**src/sv/gcd_pkg.sv**
```systemverilog
// Shared types, fixed-point widths and constants for the great-circle distance core.
// Depends on nothing; every other file refers to it by scoped names.
package gcd_pkg;

    localparam int CW = 25;
    localparam int XW = 33;
    localparam int ZW = 34;
    localparam int DW = 32;
    localparam int VW = 61;
    localparam int RW = 62;
    localparam int FW = 31;
    localparam int SQ_STEPS = 31;
    localparam int DIST_W = 23;

    localparam int LANES = 3;
    localparam int LANE_LAT_A = 0;
    localparam int LANE_LAT_B = 1;
    localparam int LANE_DLON = 2;

    localparam logic [1:0] UNIT_KM = 2'd1;
    localparam logic [1:0] UNIT_NM = 2'd2;

    localparam longint unsigned PI_Q60 = 64'h3243F6A8885A308D;
    localparam longint unsigned PI_Q30 = (PI_Q60 + (64'd1 << 29)) >> 30;
    localparam longint unsigned DEG2RAD_Q36 = (PI_Q60 / 180 + (64'd1 << 23)) >> 24;
    localparam longint unsigned MI_DEN = 5 * PI_Q30;
    localparam longint unsigned F_MI = ((64'd62181 << 48) + MI_DEN / 2) / MI_DEN;
    localparam longint unsigned F_KM = (F_MI * 64'd1609344 + 64'd500000) / 64'd1000000;
    localparam longint unsigned F_NM = (F_MI * 64'd8684 + 64'd5000) / 64'd10000;

    typedef logic signed [XW-1:0] t_trig;
    typedef logic signed [ZW-1:0] t_angle;

    localparam t_trig INV_GAIN_Q30 = t_trig'(652032874);
    localparam t_angle HALF_PI_Q30 = t_angle'(PI_Q30 >> 1);
    localparam logic signed [DW-1:0] ONE_Q30 = DW'(64'd1 << 30);
    localparam logic [DIST_W-1:0] DIST_MAX = '1;

    typedef struct packed {
        logic       vld;
        logic       ok;
        logic [1:0] unit;
    } t_side;

    function automatic logic [30:0] atan_q30(input int idx);
        logic [30:0] v;
        case (idx)
            0: v = 31'd843314857;
            1: v = 31'd497837829;
            2: v = 31'd263043837;
            3: v = 31'd133525159;
            4: v = 31'd67021687;
            5: v = 31'd33543516;
            6: v = 31'd16775851;
            7: v = 31'd8388437;
            8: v = 31'd4194283;
            9: v = 31'd2097149;
            31: v = 31'd1;
            default: v = (idx >= 0 && idx <= 30) ? 31'(64'd1 << (30 - idx)) : '0;
        endcase
        return v;
    endfunction

endpackage

```
**src/sv/gcd_sqrt.sv**
```systemverilog
// Pipelined integer square root, one result bit per register stage.
// Depends on gcd_pkg.
module gcd_sqrt (
    input  logic                          i_clk,
    input  logic                          i_rst_n,
    input  logic                          i_en,
    input  logic signed [gcd_pkg::DW-1:0] i_d,
    input  logic [gcd_pkg::VW-1:0]        i_v,
    input  gcd_pkg::t_side                i_side,
    output logic signed [gcd_pkg::DW-1:0] o_d,
    output gcd_pkg::t_trig                o_y,
    output gcd_pkg::t_side                o_side
);
    localparam int S = gcd_pkg::SQ_STEPS;
    localparam int VW = gcd_pkg::VW;
    localparam int RW = gcd_pkg::RW;
    localparam int DW = gcd_pkg::DW;

    logic [VW-1:0]        r_v [S];
    logic [RW-1:0]        r_res [S];
    logic signed [DW-1:0] r_d [S];
    gcd_pkg::t_side       r_side [S];

    for (genvar s = 0; s < S; s++) begin : g_step
        localparam logic [RW-1:0] BIT = RW'(64'd1 << (2 * (S - 1 - s)));
        logic [VW-1:0]        w_v;
        logic [RW-1:0]        w_res, w_t;
        logic signed [DW-1:0] w_d;
        gcd_pkg::t_side       w_side;

        if (s == 0) begin : g_src
            always_comb begin
                w_v = i_v;
                w_res = '0;
                w_d = i_d;
                w_side = i_side;
            end
        end else begin : g_src
            always_comb begin
                w_v = r_v[s-1];
                w_res = r_res[s-1];
                w_d = r_d[s-1];
                w_side = r_side[s-1];
            end
        end

        assign w_t = w_res + BIT;

        always_ff @(posedge i_clk) begin
            if (!i_rst_n) begin
                r_side[s] <= '0;
            end else if (i_en) begin
                r_side[s] <= w_side;
            end
        end

        always_ff @(posedge i_clk) begin
            if (i_en) begin
                r_d[s] <= w_d;
                if (RW'(w_v) >= w_t) begin
                    r_v[s] <= VW'(RW'(w_v) - w_t);
                    r_res[s] <= (w_res >> 1) + BIT;
                end else begin
                    r_v[s] <= w_v;
                    r_res[s] <= w_res >> 1;
                end
            end
        end
    end

    assign o_d = r_d[S-1];
    assign o_y = gcd_pkg::t_trig'(r_res[S-1]);
    assign o_side = r_side[S-1];

endmodule

```
**config.mk**
```make
export PLATFORM = sky130hd
export DESIGN_NAME = gcd_sqrt
export DESIGN_NICKNAME = d
export VERILOG_FILES = /design/src/sv/gcd_pkg.sv /design/src/sv/gcd_sqrt.sv
export SDC_FILE = /design/constraint.sdc
export NUM_CORES = 2
export LEC_CHECK = 0
export BUFFER_PORTS_ARGS = -buffer_cell sky130_fd_sc_hd__buf_2
export CAP_MARGIN = 20
export CORE_AREA = 2 2 545 547
export CTS_CLUSTER_SIZE = 25
export DETAILED_ROUTE_END_ITERATION = 7
export DIE_AREA = 0 0 547 549
export GPL_ROUTABILITY_DRIVEN = 0
export PLACE_DENSITY = 0.61
export RECOVER_POWER = 100
export SKIP_LAST_GASP = 1
export SLEW_MARGIN = 5
export SYNTH_ARGS = -nofsm -noshare
export SYNTH_HDL_FRONTEND = slang
export SYNTH_MEMORY_MAX_BITS = 65536
export SYNTH_SLANG_ARGS = --single-unit
```
**constraint.sdc**
```tcl
create_clock -name i_clk -period 11.22 [get_ports i_clk]
set_input_delay 0.561 -clock i_clk [delete_from_list [all_inputs] [get_ports i_clk]]
set_output_delay 0.561 -clock i_clk [all_outputs]
set_load 0.02 [all_outputs]
```
==> qor.yml <==
timing:
  rsz0062_at_grt: "false"
  worst_setup_skew_after_layout_ps: 71.3
  hold_viol: 0
  final_setup_violations: 0
  timing.final.max_slew_violations: 2251
  worstMarginPinSlew_ps: 5340
  slew-limit-headroom: -2.56
  fin_worst_hold_slack_ps: 127
  fin_crit_ps: 7390
  timing.setup.tns_ps: 0
  achievable-frequency_mhz: 135
  period_share: 0.659
  timing.final.ws_setup_ps: 3830
placed_design:
  io_buffer_count: 166
  dp_hpwl_um: 222000
  worst_setup_slack_after_placement_ps: 6310
die:
  floorplan.core_area_um2: 295000
  fp-row-count: 200
  ios: 169
  die_area_um2: 300000
  initial_utilization: 0.496
  die_x_um: 547
  die_h_um: 549
status:
  status: "finished, violations left"
  violated_checks: "max-capacitance violations, max-slew violations"
power_and_ir_drop:
  vdd_drop_max_mv: 0.143
  p_leak_uw: 0.0596
  cellPowerDensity_nw_per_um2: 207
route:
  postRouteWirelength_um: 312000
  detailroute.wirelength.met3_um: 20300
  final_antenna_net_count: 0
  drc_errors: 0
  drt-initial-drc-count: 8233
  avgViaCountPerCell: 5.62
  dr.max_layer_used: "met5"
  wire_per_inst_um: 20.8
  routed-wl-met2_um: 143000
  first_pass_iters: 7
  sum_of_routed_wire_segments_on_met1_um: 137000
  detailroute.via_count: 84297
synth:
  number_of_flops_mapped_to_enable_cells_by_yosys: 3442
  ys_types: 97
  ys_seq_area_frac: 0.706
  post_synthesis_cell_count: 10338
  synthArstFlopShare: 0
  synth-main-ff-cell: "edfxtp_1"
  yosysWarningCount: 0
  combined_area_of_all_synthesized_cells_um2: 146000
  post_synth.cell_area_avg_um2: 14.2
  number_of_synthesized_register_bits: 3442
layout:
  flow.area_growth_from_synthesis_pct: 12.0
  final_common_cell: "edfxtp_1"
  fraction_of_layout_cells_with_a_size_suffix_above_1: 0.0639
  nets: 11399
  area_taken_by_multi_input_logic_gates_um2: 39700
  seq_area_um2: 103000
  filler_cell_count: 23474
  final_cell_mix: "3442 x edfxtp_1, 737 x nand2_1, 630 x inv_1"
clocking:
  clk_buf_depth: 4
  cts_sinks: 3442
  root_buffer: "clkbuf_16"
  tritoncts: "done"
  postCtsResizedCells: 0
  cts_max_level: 5
  clk-insertion-delay-late_ps: 940
  cts_made_buffers: 354
  clk_transition_reported_paths_ps: 50
critical_path:
  path_class: "input pin to flip-flop"
  crit_path_max_fanout: 109
  setup.worst_path.start_class: "input pin"
  worst_ep_required_time_ps: 11860
  cp.arrival_ps: 8030
  cp-end-kind: "flip-flop"
flow_run:
  cap_violations: 40
grt:
  global_route_wire_length_before_repair_um: 481000
  globalRouteTotalUtil: 0.205
  grt_overflow_total: 0
  grt_max_degree: 219
  antenna_found_initial: 9
  number_of_global_route_vias_before_repair: 82253
hold_path:
  worst_min_path_class: "input pin to flip-flop"
==> critical path: stages <==
cell,delay (ps)
buf_12,320
clkbuf_1,3680
buf_4,880
nand4_1,220
nor3_1,300
clkbuf_1,730
inv_1,90
buf_4,310
nand3b_1,180
or3_1,190
nor3_1,70
xor2_1,150
==> synth_stat cells (33+ instances only) <==
cell	instances	area, µm²
o31ai_1	33	248
or3_1	103	644
inv_1	630	2360
o21bai_1	44	330
a31oi_1	38	238
xnor2_1	406	3560
a21o_1	171	1280
or2_2	45	282
edfxtp_1	3442	103000
clkbuf_1	230	863
xor2_1	401	3510
o21a_1	62	465
nor2b_1	85	532
nor3_1	252	1260
nand3_1	143	716
nor2_1	537	2020
nor4_1	321	2010
nand4_1	155	970
o211ai_1	35	263
nand2b_1	129	807
nor4b_1	48	420
and3_1	165	1030
ha_1	523	6540
mux2_2	44	495
and2_1	36	225
a21oi_1	502	2510
nand2_1	737	2770
o21ai_0	553	2770
or4_1	65	488
a211oi_1	43	323
==> stage by stage <==
stage / utilization / cells / power [µW] / instance area (µm²)
2_1_floorplan: - / 10339 / 20700 / 146000
3_3_place_gp: 0.515 / 14256 / 22300 / 152000
3_5_place_dp: 0.515 / 14256 / 22500 / 152000
4_1_cts: 0.557 / 14987 / 34200 / 164000
5_1_grt: 0.556 / 14994 / 35400 / 164000
6_report: 0.556 / 14994 / 33900 / 164000
==> final timing paths <==
check        slack, ps  cells past startpoint   startpoint           to
min                130                      1         i_en   r_d[0][23]
min reg2reg        370                      0   r_d[0][50]   r_d[0][82]
max reg2reg       5680                      7  r_v[1][411]  r_v[1][462]
max               3830                     12         i_en  r_v[1][836]
==> registers in the layout (all words and copies together), names as in the netlist <==
name,cells
r_v,1830
r_d,992
r_side,124
r_res,496
==> cell families after synthesis <==
kind of cell | after synthesis | synth area share
mux | 57 | 0.00427
xor+xnor | 807 | 0.0483
flops | 3442 | 0.706
simple gates | 2930 | 0.103
compound gates | 1690 | 0.0702
fa+ha+maj | 524 | 0.0448
buf+inv | 887 | 0.0230
other cells | 1 | 0.0000256
==> where the power goes <==
part           switching (µW)  internal (µW)  leakage, µW
combinational            3310           2110       0.0206
sequential               1010          15900       0.0335
clock                    4780           6770      0.00556
==> metal layers <==
layer  GRT usage  vias up
met5           0        -
li1            -    39825
met2       0.325     2811
met4      0.0757        2
met1       0.284    40977
met3      0.0367      682
==> repair_timing <==
item,in CTS,in global routing
hold buffers,96,0
buffers inserted,0,0
hold endpoints to repair,97,0
==> area by class of cell <==
cell class / instances / share of cell area
inverter: 631 / 0.0144
clock inverter: 207 / 0.0130
sequential: 3442 / 0.630
multi-input combinational: 6010 / 0.242
timing repair buffer: 336 / 0.0134
antenna: 1 / 0.0000153
tap: 3939 / 0.0301
clock buffer: 428 / 0.0568
Power figures use the tool's default switching activity.
