===== config.mk =====
export PLATFORM = sky130hd
export DESIGN_NAME = gcd_front
export DESIGN_NICKNAME = d
export VERILOG_FILES = /design/src/sv/gcd_pkg.sv /design/src/sv/gcd_front.sv
export SDC_FILE = /design/constraint.sdc
export NUM_CORES = 2
export LEC_CHECK = 0
export BUFFER_PORTS_ARGS = -buffer_cell sky130_fd_sc_hd__buf_4
export CELL_PAD_IN_SITES_DETAIL_PLACEMENT = 2
export CELL_PAD_IN_SITES_GLOBAL_PLACEMENT = 2
export CORE_MARGIN = 1
export CORE_UTILIZATION = 25
export DETAILED_ROUTE_END_ITERATION = 10
export PLACE_DENSITY_LB_ADDON = 0.1
export SETUP_SLACK_MARGIN = 0.05
export SLEW_MARGIN = 5
export SYNTH_ARGS = -nofsm -noshare
export SYNTH_HDL_FRONTEND = slang
export SYNTH_SLANG_ARGS = --single-unit

===== constraint.sdc =====
create_clock -name i_clk -period 7.9 [get_ports i_clk]
set_input_delay 0.395 -clock i_clk [delete_from_list [all_inputs] [get_ports i_clk]]
set_output_delay 0.395 -clock i_clk [all_outputs]
set_load 0.01 [all_outputs]

===== src/sv/gcd_pkg.sv =====
// Shared types, fixed-point widths and constants for the great-circle distance core.
// Depends on nothing; every other file refers to it by scoped names.
package gcd_pkg;

    localparam int CW = 25;
    localparam int XW = 33;
    localparam int ZW = 34;
    localparam int DW = 32;
    localparam int VW = 61;
    localparam int RW = 62;
    localparam int FW = 31;
    localparam int SQ_STEPS = 31;
    localparam int DIST_W = 23;

    localparam int LANES = 3;
    localparam int LANE_LAT_A = 0;
    localparam int LANE_LAT_B = 1;
    localparam int LANE_DLON = 2;

    localparam logic [1:0] UNIT_KM = 2'd1;
    localparam logic [1:0] UNIT_NM = 2'd2;

    localparam longint unsigned PI_Q60 = 64'h3243F6A8885A308D;
    localparam longint unsigned PI_Q30 = (PI_Q60 + (64'd1 << 29)) >> 30;
    localparam longint unsigned DEG2RAD_Q36 = (PI_Q60 / 180 + (64'd1 << 23)) >> 24;
    localparam longint unsigned MI_DEN = 5 * PI_Q30;
    localparam longint unsigned F_MI = ((64'd62181 << 48) + MI_DEN / 2) / MI_DEN;
    localparam longint unsigned F_KM = (F_MI * 64'd1609344 + 64'd500000) / 64'd1000000;
    localparam longint unsigned F_NM = (F_MI * 64'd8684 + 64'd5000) / 64'd10000;

    typedef logic signed [XW-1:0] t_trig;
    typedef logic signed [ZW-1:0] t_angle;

    localparam t_trig INV_GAIN_Q30 = t_trig'(652032874);
    localparam t_angle HALF_PI_Q30 = t_angle'(PI_Q30 >> 1);
    localparam logic signed [DW-1:0] ONE_Q30 = DW'(64'd1 << 30);
    localparam logic [DIST_W-1:0] DIST_MAX = '1;

    typedef struct packed {
        logic       vld;
        logic       ok;
        logic [1:0] unit;
    } t_side;

    function automatic logic [30:0] atan_q30(input int idx);
        logic [30:0] v;
        case (idx)
            0: v = 31'd843314857;
            1: v = 31'd497837829;
            2: v = 31'd263043837;
            3: v = 31'd133525159;
            4: v = 31'd67021687;
            5: v = 31'd33543516;
            6: v = 31'd16775851;
            7: v = 31'd8388437;
            8: v = 31'd4194283;
            9: v = 31'd2097149;
            31: v = 31'd1;
            default: v = (idx >= 0 && idx <= 30) ? 31'(64'd1 << (30 - idx)) : '0;
        endcase
        return v;
    endfunction

endpackage


===== src/sv/gcd_front.sv =====
// Input stage: coordinate range check, longitude difference folding, degree to radian.
// Two register stages; depends on gcd_pkg.
module gcd_front #(
    parameter int ANGLE_FRAC_BITS = 16
) (
    input  logic                              i_clk,
    input  logic                              i_rst_n,
    input  logic                              i_en,
    input  logic                              i_valid,
    input  logic signed [gcd_pkg::CW-1:0]     i_lat_a,
    input  logic signed [gcd_pkg::CW-1:0]     i_lon_a,
    input  logic signed [gcd_pkg::CW-1:0]     i_lat_b,
    input  logic signed [gcd_pkg::CW-1:0]     i_lon_b,
    input  logic [1:0]                        i_unit_sel,
    output gcd_pkg::t_angle                   o_z [gcd_pkg::LANES],
    output logic                              o_neg,
    output gcd_pkg::t_side                    o_side
);
    localparam int AW = 36;
    localparam int TW = 26;
    localparam int PW = TW + 31;
    localparam int ZW = gcd_pkg::ZW;
    localparam int SH = ANGLE_FRAC_BITS + 6;
    localparam logic signed [AW-1:0] D90 = AW'(64'd90 << ANGLE_FRAC_BITS);
    localparam logic signed [AW-1:0] D180 = AW'(64'd180 << ANGLE_FRAC_BITS);
    localparam logic signed [AW-1:0] D360 = AW'(64'd360 << ANGLE_FRAC_BITS);
    localparam logic signed [PW-1:0] RND = PW'(64'd1 << (SH - 1));
    localparam logic signed [PW-1:0] K = PW'(gcd_pkg::DEG2RAD_Q36);

    logic signed [AW-1:0] w_lat_a, w_lon_a, w_lat_b, w_lon_b;
    logic signed [AW-1:0] w_dif, w_abs, w_wrap, w_t;
    logic                 w_ok, w_neg;
    logic signed [PW-1:0] w_rnd [gcd_pkg::LANES];

    logic signed [TW-1:0] r_ang [gcd_pkg::LANES];
    logic                 r_neg1;
    gcd_pkg::t_side       r_side1;
    gcd_pkg::t_angle      r_z [gcd_pkg::LANES];
    logic                 r_neg2;
    gcd_pkg::t_side       r_side2;

    always_comb begin
        w_lat_a = AW'(i_lat_a);
        w_lon_a = AW'(i_lon_a);
        w_lat_b = AW'(i_lat_b);
        w_lon_b = AW'(i_lon_b);
        w_ok = (w_lat_a <= D90) && (w_lat_a >= -D90) && (w_lat_b <= D90) && (w_lat_b >= -D90)
            && (w_lon_a <= D180) && (w_lon_a >= -D180) && (w_lon_b <= D180)
            && (w_lon_b >= -D180);
        w_dif = w_lon_a - w_lon_b;
        w_abs = w_dif[AW-1] ? -w_dif : w_dif;
        w_wrap = (w_abs > D180) ? D360 - w_abs : w_abs;
        w_neg = w_wrap > D90;
        w_t = w_neg ? D180 - w_wrap : w_wrap;
    end

    always_comb begin
        for (int k = 0; k < gcd_pkg::LANES; k++) begin
            w_rnd[k] = PW'(r_ang[k]) * K + RND;
        end
    end

    always_ff @(posedge i_clk) begin
        if (!i_rst_n) begin
            r_side1 <= '0;
            r_side2 <= '0;
        end else if (i_en) begin
            r_side1 <= '{vld: i_valid, ok: w_ok, unit: i_unit_sel};
            r_side2 <= r_side1;
        end
    end

    always_ff @(posedge i_clk) begin
        if (i_en) begin
            r_ang[gcd_pkg::LANE_LAT_A] <= TW'(i_lat_a);
            r_ang[gcd_pkg::LANE_LAT_B] <= TW'(i_lat_b);
            r_ang[gcd_pkg::LANE_DLON] <= TW'(w_t);
            r_neg1 <= w_neg;
            for (int k = 0; k < gcd_pkg::LANES; k++) begin
                r_z[k] <= ZW'(w_rnd[k] >>> SH);
            end
            r_neg2 <= r_neg1;
        end
    end

    assign o_z = r_z;
    assign o_neg = r_neg2;
    assign o_side = r_side2;

endmodule


==> out/metrics.yaml <==
layout:
  postLayoutCoreUtil_pct: 30.50
  final_common_cell: "inv_1"
  mostFrequentLayoutCells: "1,232 x inv_1, 853 x ha_1, 810 x fa_1"
  drive_gt1_share_pct: 17.71
  area_growth_pct: 20.72
  fin_area_um2: 55300
  nFillCells: 19800
  nets: 6880
clock_tree:
  clk_latency_ps: 560
  clk_pin_slew_ps: 100
  clockBufferDepth: 2
  clock_sinks: 188
  cts_tree: "built"
  cts_buffers: 17
  root_buffer: "clkbuf_16"
  htree_levels: 4
sta:
  rsz0062_at_grt: "yes"
  fmax_mhz: 129.8
  fin_hold_ws_ps: 75.77
  hold_viol: 0
  period_minus_slack_ps: 7707
  fin_skew_ps: 27.27
  setup_viol: 0
  setup_ws_ps: 193.2
  max_slew.worst_pin.slew_ps: 1028
  finalCritPeriodShare_pct: 97.55
  slew-limit-headroom_pct: 31.24
  drv_slew: 0
placement:
  placement.cell_area_um2: 53330
  io_buffers: 212
  gp_congestion: 0.8331
  post-place-ws_ps: -782.7
  dp_hpwl_um: 140700
floorplan:
  die_area_um2: 185000
  rows: 156
  die_y_um: 430.1
  core_um2: 181300
  initial_core_util_pct: 25.26
  pin_count: 213
  die_w_um: 430.1
logic_synthesis:
  syn_nets: 6192
  netlist_instances: 4386
  yosysUniqueCellTypes: 116
  ys_warn_count: 0
  synth-simple-area-share_pct: 6.713
  ys_seq_area_share_pct: 12.15
  synth_compound_area_share_pct: 6.820
  synthFlopType: "edfxtp_1"
  synthArstFlopShare_pct: 0
  synth_xor_area_share_pct: 3.256
  synthMuxAreaShare_pct: 0.3933
  ys_ff_latch: 188
  syn_area_per_cell_um2: 10.44
  synthAdderAreaFrac_pct: 59.95
  synth-edff-count: 180
  syn_area_um2: 45810
  synth_top_family_by_area: "adder cells"
drt:
  vias: 32360
  drt_first_pass_iters: 4
  routed_via_density: 4.339
  drc: 0
  drt_iter0_markers: 934
  routedWlPerCell_um: 20.83
  drt_wl_total_um: 155300
  final_antenna_net_count: 0
setup_path:
  critPathKind: "reg2reg"
  endpoint_kind: "flip-flop"
  slowest_stage: "fa_1"
  arrival_ps: 8020
  critPathLaunchType: "flip-flop"
  critical-path-top-delay-family: "adder cells"
  critPathBufInv: 9
  crit_fanout: 4
  cp.required_ps: 8210
  worst_path_most_repeated_cell: "inv_2"
  cpPeakStageDelay_ps: 540
grt:
  antenna_found_initial: 2
  track_usage_pct: 17.35
  grt_start_max_net_pins: 57
  grt_pass1_vias: 38090
  grt_first_pass_wirelength_um: 238800
  overflow: 0
min_path:
  hp-class: "in2reg"
flow_run:
  drv_cap: 0
status:
  status: "completed"
## kinds of logic (layout without fill, tap and decap cells)
kind of cell             Yosys count  in the layout
other                              0              1
adder cells (fa/ha/maj)         1700           1700
AO/OA/AOI/OAI                    449            449
XOR/XNOR                         166            166
buffers and inverters           1294           1995
AND/OR/NAND/NOR                  572            572
multiplexers                      17             17
flip-flops                       188            188
## cell type report
class                      instances  area [um2]  share of cell area (%)
clock inverter                    15       192.7                  0.3484
antenna                            1       2.502                0.004525
tap                             2370        2965                   5.362
sequential                       188        5565                   10.06
multi-input combinational       2904       35950                   65.01
clock buffer                      17       425.4                  0.7692
timing repair buffer             704        5472                   9.894
inverter                        1259        4728                   8.550
## flip-flops by register name (all words and copies together) (netlist names)
register  cells
o_z         102
r_ang        76
o_side        4
r_side1       4
o_neg         1
r_neg1        1
## synth_stat cells (all sizes together), types with 12 or more instances
cell type / number / area (um2)
edfxtp: 180 / 5405
xnor2: 112 / 1003
nor2: 133 / 499.2
nand2: 97 / 369.1
o21a: 29 / 217.7
a31oi: 23 / 150.1
inv: 1259 / 4726
o21ai: 76 / 380.4
clkbuf: 25 / 115.1
nor2b: 36 / 227.7
nand2b: 27 / 171.4
nand4: 17 / 106.4
and3: 19 / 122.6
a211oi: 27 / 212.7
nand3: 52 / 290.3
mux2i: 12 / 120.1
ha: 875 / 10950
or2: 23 / 143.9
a21oi: 103 / 526.8
xor2: 54 / 488.0
a21o: 40 / 304.0
nor3: 66 / 346.6
o211ai: 14 / 105.1
nor4: 25 / 177.7
or3: 15 / 105.1
fa: 825 / 16520
and2: 20 / 128.9
## stage by stage
step / instances / setup TNS (ps)
2_1_floorplan: 4386 / 0
3_3_place_gp: 7350 / -5061
3_5_place_dp: 7350 / -7766
4_1_cts: 7433 / 0
5_1_grt: 7457 / -130.6
6_report: 7458 / 0
## layer usage
metal	GRT usage (%)	part of all wire, %
met3	1.806	1.8
met2	29.14	48
met4	3.489	1.7
met5	0	0
met1	24.02	49
## worst paths after layout
path / startpoint / end / slack (ps) / cells after the start
max: r_ang[0][9] / o_z[101] / 190 / 34
min: i_lat_a[21] / r_ang[0][21] / 80 / 1
max reg2reg: r_ang[0][9] / o_z[101] / 190 / 34
min reg2reg: r_neg1 / o_neg / 440 / 0
## repair_timing
item	CTS	global route
endpoints found under the hold margin	44	0
endpoints found under the setup margin	31	24
buffers inserted	7	26
resized for setup	40	118
pin swaps	17	115
hold buffers	44	0
Power is not shown: default switching activity piles up to over one toggle a cycle in this logic, so the estimate is an artifact.
